File: config.mk
export PLATFORM = sky130hd
export DESIGN_NAME = sphere_trace_ray_hit_flat
export DESIGN_NICKNAME = d
export VERILOG_FILES = /design/src/rtl/sts_pkg.sv /design/src/rtl/sts_req_if.sv /design/src/rtl/sts_rsp_if.sv /design/src/rtl/sts_cell.sv /design/src/rtl/sts_isqrt.sv /design/src/rtl/sphere_trace_ray_hit.sv /design/src/flat_wrapper.sv
export SDC_FILE = /design/constraint.sdc
export NUM_CORES = 2
export LEC_CHECK = 0
export BUFFER_PORTS_ARGS = -buffer_cell sky130_fd_sc_hd__buf_2
export CAP_MARGIN = 20
export CORE_AREA = 2 2 363 365
export DETAILED_ROUTE_END_ITERATION = 8
export DIE_AREA = 0 0 365 367
export HOLD_SLACK_MARGIN = 0.02
export PLACE_DENSITY_LB_ADDON = 0.05
export SYNTH_ARGS = -nofsm -noshare
export SYNTH_HDL_FRONTEND = slang
export SYNTH_SLANG_ARGS = --single-unit
export TNS_END_PERCENT = 20
File: constraint.sdc
create_clock -name clock -period 12.9 [get_ports clock]
set_clock_uncertainty 0.2 [all_clocks]
set_input_delay 1.935 -clock clock [delete_from_list [all_inputs] [get_ports clock]]
set_output_delay 1.935 -clock clock [all_outputs]
set_load 0.03 [all_outputs]
File: src/rtl/sts_pkg.sv
// Package with shared types and constants of the sphere-trace hit engine.
`timescale 1ns / 1ps
package sts_pkg;

   typedef enum logic [3:0] {
      ST_IDLE,
      ST_CHECK,
      ST_NEXT,
      ST_SQ,
      ST_RSTART,
      ST_ROOT,
      ST_EVAL,
      ST_MOVE,
      ST_FINISH
   } sts_state_type;

   typedef struct packed {
      logic signed [15:0] cx;
      logic signed [15:0] cy;
      logic signed [15:0] cz;
      logic [14:0]        radius;
   } sts_sphere_type;

   // Request codes.
   localparam logic REQ_WRITE = 1'b0;
   localparam logic REQ_RAY   = 1'b1;

   // Register indexes.
   localparam logic [1:0] REG_HIT_THRESHOLD = 2'd0;
   localparam logic [1:0] REG_MAX_DISTANCE  = 2'd1;
   localparam logic [1:0] REG_SPHERE_COUNT  = 2'd2;

   localparam logic [14:0] HIT_THRESHOLD_RESET = 15'd13;
   localparam logic [14:0] MAX_DISTANCE_RESET  = 15'd2560;
   localparam logic [3:0]  SPHERE_COUNT_RESET  = 4'd0;

   // Evaluations per ray before it is given up as a miss.
   localparam logic [7:0] MARCH_LIMIT = 8'd200;
   // Step of an empty scene, 1000.0 in signed Q10.8.
   localparam logic signed [18:0] EMPTY_STEP = 19'sd256000;
   // Half of one Q1.14 unit, for rounding the move.
   localparam logic signed [35:0] ROUND_HALF = 36'sd8192;

endpackage

File: src/rtl/sts_req_if.sv
// Request channel interface: sphere writes and ray casts.
`timescale 1ns / 1ps
interface sts_req_if;
   logic               valid;
   logic               ready;
   logic               req_type;
   logic [2:0]         sphere_index;
   logic signed [15:0] centre_x;
   logic signed [15:0] centre_y;
   logic signed [15:0] centre_z;
   logic [14:0]        radius;
   logic signed [15:0] origin_x;
   logic signed [15:0] origin_y;
   logic signed [15:0] origin_z;
   logic signed [15:0] dir_x;
   logic signed [15:0] dir_y;
   logic signed [15:0] dir_z;

   modport source (output valid, req_type, sphere_index, centre_x, centre_y, centre_z,
                   radius, origin_x, origin_y, origin_z, dir_x, dir_y, dir_z,
                   input ready);
   modport sink (input valid, req_type, sphere_index, centre_x, centre_y, centre_z,
                 radius, origin_x, origin_y, origin_z, dir_x, dir_y, dir_z,
                 output ready);
endinterface

File: src/rtl/sts_rsp_if.sv
// Response channel interface: one hit flag per ray.
`timescale 1ns / 1ps
interface sts_rsp_if;
   logic valid;
   logic ready;
   logic hit;

   modport source (output valid, hit, input ready);
   modport sink (input valid, hit, output ready);
endinterface

File: src/rtl/sts_cell.sv
// One cell of the rotating sphere ring: holds a sphere entry.
`timescale 1ns / 1ps
module sts_cell
   import sts_pkg::*;
(
   input  logic           clock,
   input  logic           shift,
   input  logic           load,
   input  sts_sphere_type load_data,
   input  sts_sphere_type next_data,
   output sts_sphere_type data
);

   sts_sphere_type data_ff;

   // Entries are undefined until written, so there is no reset.
   always_ff @(posedge clock) begin
      if (load) begin
         data_ff <= load_data;
      end else if (shift) begin
         data_ff <= next_data;
      end
   end

   assign data = data_ff;

endmodule

File: src/rtl/sts_isqrt.sv
// Iterative floor square root, one result bit per cycle.
`timescale 1ns / 1ps
module sts_isqrt
   import sts_pkg::*;
(
   input  logic        clock,
   input  logic        reset,
   input  logic        start,
   input  logic [33:0] operand,
   output logic        done,
   output logic [16:0] root
);

   logic [34:0] rem_ff, rem_in;
   logic [34:0] res_ff, res_in;
   logic [4:0]  k_ff, k_in;
   logic        busy_ff, busy_in;
   logic        done_ff, done_in;
   logic [34:0] bitv;
   logic [34:0] trial;

   always_comb begin
      bitv    = 35'(1) << {k_ff, 1'b0};
      trial   = res_ff + bitv;
      rem_in  = rem_ff;
      res_in  = res_ff;
      k_in    = k_ff;
      busy_in = busy_ff;
      done_in = 1'b0;
      if (start) begin
         rem_in  = {1'b0, operand};
         res_in  = '0;
         k_in    = 5'd16;
         busy_in = 1'b1;
      end else if (busy_ff) begin
         if (rem_ff >= trial) begin
            rem_in = rem_ff - trial;
            res_in = (res_ff >> 1) + bitv;
         end else begin
            res_in = res_ff >> 1;
         end
         k_in = k_ff - 5'd1;
         if (k_ff == 5'd0) begin
            busy_in = 1'b0;
            done_in = 1'b1;
         end
      end
   end

   always_ff @(posedge clock) begin
      if (reset) begin
         busy_ff <= 1'b0;
         done_ff <= 1'b0;
      end else begin
         busy_ff <= busy_in;
         done_ff <= done_in;
      end
      rem_ff <= rem_in;
      res_ff <= res_in;
      k_ff   <= k_in;
   end

   assign done = done_ff;
   assign root = res_ff[16:0];

endmodule

File: src/rtl/sphere_trace_ray_hit.sv
// Top level of the sphere-trace hit engine: ring of sphere cells, sequencer and registers.
`timescale 1ns / 1ps
// The engine traces one ray at a time against up to MAX_SPHERES spheres held in a ring
// of cells. A write transaction stores one sphere into its cell; a ray transaction produces
// one hit transaction when the march ends. Each march step rotates the ring once around:
// every valid sphere passes a select step, squaring on the shared multiplier with a final
// accumulate, a start step and the bit-serial square root, after which the minimum is taken;
// every entry beyond sphere_count is only rotated past in the select step, and the check,
// the evaluation and the move along the ray follow. A finished result waits in the output
// register while the next request is taken.
module sphere_trace_ray_hit
   import sts_pkg::*;
#(
   parameter int MAX_SPHERES = 8
) (
   input  logic        clock,
   input  logic        reset,
   input  logic        csr_psel,
   input  logic        csr_penable,
   input  logic        csr_pwrite,
   input  logic [3:0]  csr_paddr,
   input  logic [31:0] csr_pwdata,
   output logic [31:0] csr_prdata,
   output logic        csr_pready,
   sts_req_if.sink     req_ch,
   sts_rsp_if.source   rsp_ch
);

   localparam int CNT_W = $clog2(MAX_SPHERES + 1);

   // Configuration registers.
   logic [14:0] thr_ff;
   logic [14:0] max_ff;
   logic [3:0]  cnt_ff;
   logic        csr_write;

   assign csr_pready = 1'b1;
   assign csr_write  = csr_psel && csr_penable && csr_pwrite;

   always_ff @(posedge clock) begin
      if (reset) begin
         thr_ff <= HIT_THRESHOLD_RESET;
         max_ff <= MAX_DISTANCE_RESET;
         cnt_ff <= SPHERE_COUNT_RESET;
      end else if (csr_write) begin
         unique case (csr_paddr[3:2])
            REG_HIT_THRESHOLD: thr_ff <= csr_pwdata[14:0];
            REG_MAX_DISTANCE:  max_ff <= csr_pwdata[14:0];
            REG_SPHERE_COUNT:  cnt_ff <= csr_pwdata[3:0];
            default: ;
         endcase
      end
   end

   always_comb begin
      unique case (csr_paddr[3:2])
         REG_HIT_THRESHOLD: csr_prdata = {17'd0, thr_ff};
         REG_MAX_DISTANCE:  csr_prdata = {17'd0, max_ff};
         REG_SPHERE_COUNT:  csr_prdata = {28'd0, cnt_ff};
         default:           csr_prdata = '0;
      endcase
   end

   // Counts beyond the table size are clamped to the table size.
   logic [CNT_W-1:0] valid_cnt;
   assign valid_cnt = (int'(cnt_ff) > MAX_SPHERES) ? CNT_W'(MAX_SPHERES) : CNT_W'(cnt_ff);

   // Sequencer state.
   sts_state_type state_ff, state_in;
   logic               req_accept;
   logic               ring_shift;
   logic               root_start;
   logic               root_done;
   logic [16:0]        root;

   logic signed [15:0] pos_ff [3];
   logic signed [15:0] dir_ff [3];
   logic [19:0]        walked_ff;
   logic [7:0]         iter_ff;
   logic signed [18:0] best_ff;
   logic [1:0]         sub_ff;
   logic [CNT_W-1:0]   vis_ff;
   logic signed [35:0] prod_ff;
   logic [33:0]        acc_ff;
   logic               hit_ff;
   logic               rsp_valid_ff;
   logic               rsp_hit_ff;

   // The ring of cells; cell zero is the head that the datapath reads.
   sts_sphere_type cell_data [MAX_SPHERES];
   sts_sphere_type wr_data;

   assign wr_data = '{cx: req_ch.centre_x, cy: req_ch.centre_y, cz: req_ch.centre_z,
                      radius: req_ch.radius};

   for (genvar i = 0; i < MAX_SPHERES; i++) begin : g_cell
      sts_cell u_cell (
         .clock     (clock),
         .shift     (ring_shift),
         .load      (req_accept && req_ch.req_type == REQ_WRITE
                     && int'(req_ch.sphere_index) == i),
         .load_data (wr_data),
         .next_data (cell_data[(i + 1) % MAX_SPHERES]),
         .data      (cell_data[i])
      );
   end

   sts_isqrt u_isqrt (
      .clock   (clock),
      .reset   (reset),
      .start   (root_start),
      .operand (acc_ff),
      .done    (root_done),
      .root    (root)
   );

   // Shared multiplier: squared coordinate differences, then direction times step.
   sts_sphere_type     head;
   logic signed [15:0] head_c;
   logic signed [16:0] diff;
   logic signed [16:0] mul_a;
   logic signed [18:0] mul_b;
   logic signed [35:0] mul_p;
   logic signed [17:0] sphere_gap;
   logic signed [21:0] delta;
   logic signed [22:0] moved;
   logic signed [15:0] moved_sat;

   assign head = cell_data[0];

   always_comb begin
      unique case (sub_ff)
         2'd0:    head_c = head.cx;
         2'd1:    head_c = head.cy;
         default: head_c = head.cz;
      endcase
      diff = 17'(pos_ff[sub_ff]) - 17'(head_c);
      if (state_ff == ST_SQ) begin
         mul_a = diff;
         mul_b = 19'(diff);
      end else begin
         mul_a = 17'(dir_ff[sub_ff]);
         mul_b = best_ff;
      end
      mul_p = 36'(mul_a) * 36'(mul_b);
      sphere_gap = $signed({1'b0, root}) - $signed({3'b000, head.radius});
      // Adding the rounding half and shifting arithmetically rounds to nearest, ties upward.
      delta = 22'((prod_ff + ROUND_HALF) >>> 14);
      moved = 23'(pos_ff[sub_ff - 2'd1]) + 23'(delta);
      if (moved > 23'sd32767) begin
         moved_sat = 16'sh7fff;
      end else if (moved < -23'sd32768) begin
         moved_sat = -16'sh8000;
      end else begin
         moved_sat = 16'(moved);
      end
   end

   // Next-state logic.
   always_comb begin
      state_in = state_ff;
      unique case (state_ff)
         ST_IDLE: begin
            if (req_accept && req_ch.req_type == REQ_RAY) begin
               state_in = ST_CHECK;
            end
         end
         ST_CHECK: begin
            if (iter_ff < MARCH_LIMIT && walked_ff < {5'd0, max_ff}) begin
               state_in = ST_NEXT;
            end else begin
               state_in = ST_FINISH;
            end
         end
         ST_NEXT: begin
            if (int'(vis_ff) == MAX_SPHERES) begin
               state_in = ST_EVAL;
            end else if (vis_ff < valid_cnt) begin
               state_in = ST_SQ;
            end
         end
         ST_SQ: begin
            if (sub_ff == 2'd3) begin
               state_in = ST_RSTART;
            end
         end
         ST_RSTART: state_in = ST_ROOT;
         ST_ROOT: begin
            if (root_done) begin
               state_in = ST_NEXT;
            end
         end
         ST_EVAL: begin
            if (best_ff < $signed({4'd0, thr_ff})) begin
               state_in = ST_FINISH;
            end else begin
               state_in = ST_MOVE;
            end
         end
         ST_MOVE: begin
            if (sub_ff == 2'd3) begin
               state_in = ST_CHECK;
            end
         end
         ST_FINISH: begin
            if (!rsp_valid_ff || rsp_ch.ready) begin
               state_in = ST_IDLE;
            end
         end
         default: state_in = ST_IDLE;
      endcase
   end

   // Control outputs of the sequencer.
   always_comb begin
      req_ch.ready = (state_ff == ST_IDLE);
      root_start   = (state_ff == ST_RSTART);
      ring_shift   = 1'b0;
      unique case (state_ff)
         ST_NEXT: ring_shift = (int'(vis_ff) != MAX_SPHERES) && !(vis_ff < valid_cnt);
         ST_ROOT: ring_shift = root_done;
         default: ring_shift = 1'b0;
      endcase
   end

   assign req_accept = req_ch.valid && req_ch.ready;

   always_ff @(posedge clock) begin
      if (reset) begin
         state_ff     <= ST_IDLE;
         rsp_valid_ff <= 1'b0;
      end else begin
         state_ff <= state_in;
         if (state_ff == ST_FINISH && (!rsp_valid_ff || rsp_ch.ready)) begin
            rsp_valid_ff <= 1'b1;
         end else if (rsp_ch.ready) begin
            rsp_valid_ff <= 1'b0;
         end
      end
   end

   // Datapath registers.
   always_ff @(posedge clock) begin
      unique case (state_ff)
         ST_IDLE: begin
            pos_ff[0] <= req_ch.origin_x;
            pos_ff[1] <= req_ch.origin_y;
            pos_ff[2] <= req_ch.origin_z;
            dir_ff[0] <= req_ch.dir_x;
            dir_ff[1] <= req_ch.dir_y;
            dir_ff[2] <= req_ch.dir_z;
            walked_ff <= '0;
            iter_ff   <= '0;
            hit_ff    <= 1'b0;
         end
         ST_CHECK: begin
            best_ff <= EMPTY_STEP;
            vis_ff  <= '0;
            sub_ff  <= '0;
            iter_ff <= iter_ff + 8'd1;
         end
         ST_NEXT: begin
            sub_ff <= '0;
            if (ring_shift) begin
               vis_ff <= vis_ff + CNT_W'(1);
            end
         end
         ST_SQ: begin
            sub_ff <= sub_ff + 2'd1;
            if (sub_ff != 2'd3) begin
               prod_ff <= mul_p;
            end
            if (sub_ff == 2'd0) begin
               acc_ff <= '0;
            end else begin
               acc_ff <= acc_ff + prod_ff[33:0];
            end
         end
         ST_ROOT: begin
            if (root_done) begin
               vis_ff <= vis_ff + CNT_W'(1);
               if (19'(sphere_gap) < best_ff) begin
                  best_ff <= 19'(sphere_gap);
               end
            end
         end
         ST_EVAL: begin
            sub_ff <= '0;
            if (best_ff < $signed({4'd0, thr_ff})) begin
               hit_ff <= 1'b1;
            end else begin
               walked_ff <= walked_ff + {1'b0, best_ff};
            end
         end
         ST_MOVE: begin
            sub_ff <= sub_ff + 2'd1;
            if (sub_ff != 2'd3) begin
               prod_ff <= mul_p;
            end
            if (sub_ff != 2'd0) begin
               pos_ff[sub_ff - 2'd1] <= moved_sat;
            end
         end
         ST_FINISH: begin
            if (!rsp_valid_ff || rsp_ch.ready) begin
               rsp_hit_ff <= hit_ff;
            end
         end
         default: ;
      endcase
   end

   assign rsp_ch.valid = rsp_valid_ff;
   assign rsp_ch.hit   = rsp_hit_ff;

endmodule
File: src/flat_wrapper.sv
// flat-port wrapper written by rule: the top's interface ports become plain ports
module sphere_trace_ray_hit_flat import sts_pkg::*;
#(
   parameter int MAX_SPHERES = 8
)
  (clock, reset, csr_psel, csr_penable, csr_pwrite, csr_paddr, csr_pwdata, csr_prdata, csr_pready, req_ch_valid, req_ch_req_type, req_ch_sphere_index, req_ch_centre_x, req_ch_centre_y, req_ch_centre_z, req_ch_radius, req_ch_origin_x, req_ch_origin_y, req_ch_origin_z, req_ch_dir_x, req_ch_dir_y, req_ch_dir_z, req_ch_ready, rsp_ch_valid, rsp_ch_hit, rsp_ch_ready);
  sts_req_if req_ch_i ();
  sts_rsp_if rsp_ch_i ();
  input  logic clock;
  input  logic reset;
  input  logic csr_psel;
  input  logic csr_penable;
  input  logic csr_pwrite;
  input  logic [3:0] csr_paddr;
  input  logic [31:0] csr_pwdata;
  output logic [31:0] csr_prdata;
  output logic csr_pready;
  input wire logic [$bits(req_ch_i.valid)-1:0] req_ch_valid;
  input wire logic [$bits(req_ch_i.req_type)-1:0] req_ch_req_type;
  input wire logic [$bits(req_ch_i.sphere_index)-1:0] req_ch_sphere_index;
  input wire logic [$bits(req_ch_i.centre_x)-1:0] req_ch_centre_x;
  input wire logic [$bits(req_ch_i.centre_y)-1:0] req_ch_centre_y;
  input wire logic [$bits(req_ch_i.centre_z)-1:0] req_ch_centre_z;
  input wire logic [$bits(req_ch_i.radius)-1:0] req_ch_radius;
  input wire logic [$bits(req_ch_i.origin_x)-1:0] req_ch_origin_x;
  input wire logic [$bits(req_ch_i.origin_y)-1:0] req_ch_origin_y;
  input wire logic [$bits(req_ch_i.origin_z)-1:0] req_ch_origin_z;
  input wire logic [$bits(req_ch_i.dir_x)-1:0] req_ch_dir_x;
  input wire logic [$bits(req_ch_i.dir_y)-1:0] req_ch_dir_y;
  input wire logic [$bits(req_ch_i.dir_z)-1:0] req_ch_dir_z;
  output wire logic [$bits(req_ch_i.ready)-1:0] req_ch_ready;
  output wire logic [$bits(rsp_ch_i.valid)-1:0] rsp_ch_valid;
  output wire logic [$bits(rsp_ch_i.hit)-1:0] rsp_ch_hit;
  input wire logic [$bits(rsp_ch_i.ready)-1:0] rsp_ch_ready;
  assign req_ch_i.valid = req_ch_valid;
  assign req_ch_i.req_type = req_ch_req_type;
  assign req_ch_i.sphere_index = req_ch_sphere_index;
  assign req_ch_i.centre_x = req_ch_centre_x;
  assign req_ch_i.centre_y = req_ch_centre_y;
  assign req_ch_i.centre_z = req_ch_centre_z;
  assign req_ch_i.radius = req_ch_radius;
  assign req_ch_i.origin_x = req_ch_origin_x;
  assign req_ch_i.origin_y = req_ch_origin_y;
  assign req_ch_i.origin_z = req_ch_origin_z;
  assign req_ch_i.dir_x = req_ch_dir_x;
  assign req_ch_i.dir_y = req_ch_dir_y;
  assign req_ch_i.dir_z = req_ch_dir_z;
  assign req_ch_ready = req_ch_i.ready;
  assign rsp_ch_valid = rsp_ch_i.valid;
  assign rsp_ch_hit = rsp_ch_i.hit;
  assign rsp_ch_i.ready = rsp_ch_ready;
  sphere_trace_ray_hit #(.MAX_SPHERES(MAX_SPHERES)) u_core (.clock(clock), .reset(reset), .csr_psel(csr_psel), .csr_penable(csr_penable), .csr_pwrite(csr_pwrite), .csr_paddr(csr_paddr), .csr_pwdata(csr_pwdata), .csr_prdata(csr_prdata), .csr_pready(csr_pready), .req_ch(req_ch_i), .rsp_ch(rsp_ch_i));
endmodule
### Word level (Yosys, flattened, before mapping)

Memory sizes are Yosys's and may differ from the RTL's. A register that Yosys moved wholly into a read port is not among the register bits.
Cells that the tools add are included.

* register bits: 745
* bits of input ports: 206
* output and inout bits: 36
* RAM bits: 96
* memories kept: 2
* logic and storage cells: 236

* reductions and logical operators: 57
* multiply operators: 1
* shift operators: 1
* equality and inequality tests: 32
* bitwise gates (word level): 2
* add/sub/neg operators: 14
* mux-type cells: 66
* magnitude comparators: 9

Memory list
* u_core.dir_ff: depth 3, width 16, rd ports 1, clocked after Yosys merged registers in 1, wr ports 3, RTL line sphere_trace_ray_hit.sv:77 `logic signed [15:0] dir_ff [3];`
* u_core.pos_ff: depth 3, width 16, rd ports 2, clocked after Yosys merged registers in 1, wr ports 3, RTL line sphere_trace_ray_hit.sv:76 `logic signed [15:0] pos_ff [3];`

Operator list (count)
* $mux 63: 16
* $mux 34: 3
* $mux 19: 3
* $mux 16: 3
* $mux 4: 12
* $pmux 15 s3: 1
* $pmux 20 s2: 1
* $pmux 19 s2: 1
* $add 36x15->36 const B: 1
* $mul 17x19->36: 1
* $pmux 4 s9: 1
* $add 34x35->35: 1
* $add 35x35->35: 1
* $ge 35x35->1: 1
* $mux 35: 1
* $shl 1x6->35 const A: 1
* $sub 35x35->35: 1
* $add 34x34->34: 1
* $pmux 16 s2: 1
* $reduce_bool 2->1: 16
* $add 16x22->23: 1
* $gt 23x16->1 const B: 1
* $lt 23x16->1 const B: 1
* $add 20x19->20: 1
* 49 further kinds: 111

### Depth between registers and ports, before layout

* depth after elaboration: 8
* gate-level depth with buffers: 45
* depth with buffers taken out: 40

### By module

Synthesis repeated with hierarchy kept, for this count alone.

* cells, all modules: 5237
* area, all modules: 61860.6 µm²

By module, submodules not included
* sphere_trace_ray_hit: instances 1, cells each 3215, area each 30550.6 µm², seq. area each 7937.6 µm²
* sts_cell: instances 8, cells each 134, area each 2960.3 µm², seq. area each 1891.8 µm²
* sts_isqrt: instances 1, cells each 950, area each 7627.3 µm², seq. area each 1881.8 µm²

### Worst setup path after synthesis

OpenSTA, ideal clock, no wires.

* path kind: register to register
* start point: register u_core.sub_ff[0]
* end point: register u_core.prod_ff[33] (data pin)
* required time: 12428 ps
* setup slack: 2221 ps
* buffers on the path: 6
* stages on the path, launching flop included: 42
* arrival: 10207 ps
* period minus slack after synthesis: 10679 ps
* setup time: 272 ps
* path through: edfxtp_1 clkbuf_1 clkbuf_1 inv_1 ha_1 clkbuf_1 buf_1 a22oi_1 nand2_1 ha_1 fa_1 nor2b_1 o21ai_0 a21oi_1 o2111ai_1 a21boi_0 o21ai_1 a211oi_1 (+6 left out) fa_1 fa_1 fa_1 fa_1 inv_1 fa_1 inv_1 ha_1 a21o_1 a21o_1 a21o_1 a21o_1 a21oi_1 o21a_1 a21boi_0 o21a_1 a21oi_1 a221oi_1

* cells in the longest elaborated chain, start to end: 5
* elaborated cells between the ends (all ways): 7
* those cells by class: add/sub (1); mul (1); eq/ne (1); mux (3); reduce/logical (1)

RTL lines
* from (decl): RTL line sphere_trace_ray_hit.sv:81 `logic [1:0] sub_ff;`
* from (signal assigned): RTL line sphere_trace_ray_hit.sv:269 `sub_ff <= sub_ff + 2'd1;`
* from (signal assigned): RTL line sphere_trace_ray_hit.sv:296 `sub_ff <= sub_ff + 2'd1;`
* $eq 2x1->1 / $logic_not 2->1 (equally long branches): RTL line sphere_trace_ray_hit.sv:132 `unique case (sub_ff)`
* $pmux 16 s2 *: RTL line sphere_trace_ray_hit.sv:132
* $sub 16x16->17 *: RTL line sphere_trace_ray_hit.sv:137 `diff = 17'(pos_ff[sub_ff]) - 17'(head_c);`
* $mux 17 / $mux 19 (equally long branches): RTL line sphere_trace_ray_hit.sv:138 `if (state_ff == ST_SQ) begin`
* $mul 17x19->36 *: RTL line sphere_trace_ray_hit.sv:145 `mul_p = 36'(mul_a) * 36'(mul_b);`
* via u_core.mul_p[33]: RTL line sphere_trace_ray_hit.sv:123 `logic signed [35:0] mul_p;`
* to (signal assigned): RTL line sphere_trace_ray_hit.sv:271 `prod_ff <= mul_p;`
* to (signal assigned): RTL line sphere_trace_ray_hit.sv:298 `prod_ff <= mul_p;`
* to (decl): RTL line sphere_trace_ray_hit.sv:83 `logic signed [35:0] prod_ff;`

The timed path passes the listed nets; every way through them passes the cells marked *.
A chain may end at the register's enable or synchronous reset.

### Worst setup path after layout

* start point: register u_core.sub_ff[1]
* end point: register u_core.prod_ff[33] (data pin)

Same word-level chain as after synthesis.

==> impl_metrics.py <==
metrics = {
    "yosys": {
        "synth_seq_area_share": 0.421,
        "netlist_area_um2": 59300,
        "synthCells": 5229,
        "avgSynthCellArea_um2": 11.3,
        "yosys.area.top_type": "edfxtp_1",
        "ys_types": 95,
        "synth_enable_flop_cells": 775,
        "synth_ff_type": "edfxtp_1",
        "ys_ff_latch": 859,
        "ys_warn_count": 0,
        "yosysTopAreaCellShare": 0.392,
        "synth_most_common_cell": "edfxtp_1",
        "ys_top_cells_by_count": "edfxtp_1, inv_1, mux2_2",
        "synthTopCellsByArea": "edfxtp_1, fa_1, mux2_2, ha_1, inv_1",
        "async_reset_ff_frac": 0,
    },
    "worst_setup_path": {
        "critPathKind": "register to register",
        "worst-endpoint-arrival_ns": 11.99,
        "r2r_cells": 36,
        "cp.required_ns": 13.20,
        "critPathCaptureType": "register",
        "reg2reg_setup_slack_ns": 1.21,
        "cp_top_family": "compound AO/OA/AOI/OAI gates",
        "crit_top_cell": "fa_1",
        "cp_max_fo": 17,
        "worst-path-buf-inv": 6,
        "critPathSlowestCell": "nor2_1",
        "cpPeakStageDelay_ns": 0.71,
        "r2r-start": "u_core.sub_ff[1]",
        "critical_path.startpoint_type": "register",
        "r2r-end": "u_core.prod_ff[33]",
    },
    "flow_run": {
        "maxCapViolCount": 0,
    },
    "timing": {
        "rsz0062_at_grt": "no",
        "setup_ws_ns": 1.21,
        "timing.final.crit_share": 0.906,
        "tns_ns": 0,
        "max_freq_ghz": 0.0856,
        "tightest_slew_ns": 1.14,
        "setup_viol": 0,
        "max_slew_margin": 0.240,
        "hold_viol": 0,
        "maxSlewViolCount": 0,
        "finalCriticalPeriod_ns": 11.69,
    },
    "routing": {
        "viasPerCell": 5.64,
        "avgRoutedWirePerCell_um": 24.2,
        "num_vias": 40968,
        "wirelength_um": 175000,
        "drt_iter0_markers": 3583,
        "post-route-drc-count": 0,
        "firstDrtPassIters": 5,
        "ant_nets": 0,
    },
    "worst_hold_path": {
        "hold_path_depth": 2,
        "min_from": "u_core.max_ff[5]",
        "hold_path.class": "register to register",
        "hold_end": "u_core.max_ff[5]",
    },
    "grt": {
        "track_usage": 0.262,
        "grt_max_degree": 67,
        "grt_pass1_wl_um": 262000,
        "grt-ovfl-total": 0,
        "grt_pass1_vias": 40498,
        "antenna_found_initial": 28,
    },
    "die": {
        "design.portCount": 242,
        "die_h_um": 367,
        "dieArea_um2": 134000,
        "start_util": 0.455,
        "rows": 133,
        "fp.dieW_um": 365,
        "core-area_um2": 130000,
    },
    "placement": {
        "dp_hpwl_um": 127000,
        "place_congestion": 0.909,
        "place_ws_ns": 1.28,
        "port_buffers": 204,
    },
    "finish": {
        "syn2layout_area_growth_pct": 10.6,
        "nets": 6270,
        "nFillCells": 11976,
        "drive_gt1_frac": 0.201,
    },
    "clocking": {
        "numCtsBuffers": 99,
        "clock_latency_ns": 0.72,
        "ctsHoldBuffers": 0,
        "clk_path_buf_depth": 3,
        "cts-resized-gates": 0,
        "clkSinkCount": 859,
        "clk_pin_slew_ns": 0.06,
        "cts_tree": "yes",
        "clockRootBuffer": "clkbuf_16",
        "cts_setup_buffers": 0,
        "htree_levels": 3,
    },
    "status": {
        "status": "finished, final reports clean",
    },
}
-- how the worst max path moves through the flow --
stage                startpoint                 end  slack, ns  cells after the start
2_1_floorplan  u_core.sub_ff[0]  u_core.prod_ff[33]       2.22                     41
3_3_place_gp   u_core.sub_ff[1]  u_core.prod_ff[33]       1.42                     36
3_5_place_dp   u_core.sub_ff[1]  u_core.prod_ff[33]       1.28                     37
4_1_cts        u_core.sub_ff[1]  u_core.prod_ff[33]       1.23                     36
5_1_grt        u_core.sub_ff[1]  u_core.prod_ff[33]       0.50                     37
6_report       u_core.sub_ff[1]  u_core.prod_ff[33]       1.21                     36
-- registers in the layout, summed over array words and instances (netlist names), 4 cells and up, named ones only --
signal and count:
u_core.state_ff 4, u_core.iter_ff 8, u_core.pos_ff 64, u_core.acc_ff 34
u_core.best_ff 19, u_core.prod_ff 36, u_core.u_isqrt.res_ff 35, u_core.cnt_ff 4
u_core.dir_ff 48, u_core.walked_ff 20, u_core.thr_ff 15, u_core.u_isqrt.rem_ff 35
u_core.u_isqrt.k_ff 5, u_core.vis_ff 4, u_core.max_ff 15, u_core.g_cell.u_cell.data 504
-- placed cells by master (no fill, tap or decap), types with 39 or more instances in the layout --
cell       instances
edfxtp_1         775
inv_1            511
mux2_2           510
nor2_1           402
nand2_1          368
fa_1             332
ha_1             329
a21oi_1          252
buf_2            204
o21ai_0          175
xnor2_1          124
xor2_1           101
clkbuf_16        100
nor3_1            85
dfxtp_1           81
nand3_1           74
a21o_1            74
buf_4             64
nor2b_1           54
mux2i_1           49
and2_1            45
o221a_2           41
and3_1            40
nand2b_1          39
-- worst register-to-register path, delay by kind of cell, from the launching register on --
family,cells,cell delay [ns]
simple gates,5,1.95
mux,1,0.35
fa+ha+maj,9,3.93
buf+inv,6,0.58
flops,1,0.46
compound gates,15,4.04
-- stage by stage --
stage,std cells,hold WS [ns],util,area (µm²)
floorplan,5261,0.200,-,59400
global placement,7054,0.260,0.478,62300
detailed placement,7054,0.263,0.478,62300
CTS,7232,0.274,0.502,65500
global route,7236,0.294,0.502,65600
finish,7258,0.273,0.503,65600
-- metal layers --
layer  wire, µm  global-route usage  up-vias
li1           -                   -    18901
met1      81700               0.393    20637
met2      76800               0.391     1199
met3      12100              0.0452      213
met4       4720              0.0711       18
met5        119                   0        -
-- area by class of cell --
class / count / area [µm²] / share of cell area
well taps: 1755 / 2200 / 0.0335
inverters: 514 / 1930 / 0.0294
diodes: 24 / 60.1 / 0.000915
clock buffers: 115 / 2610 / 0.0398
multi-input cells: 3658 / 31700 / 0.484
clock inverters: 63 / 593 / 0.00904
flip-flops and latches: 859 / 25000 / 0.380
repair buffers: 270 / 1530 / 0.0234
-- cell families after synthesis --
group	synth area share
mux	0.117
xor+xnor	0.0332
flops	0.421
fa+ha+maj	0.182
buf+inv	0.0495
other cells	0.000127
compound gates	0.0968
simple gates	0.101
Power is left out: the tool's default activity adds up to more than one toggle a clock period on the data nets, which glitch-free logic cannot reach.
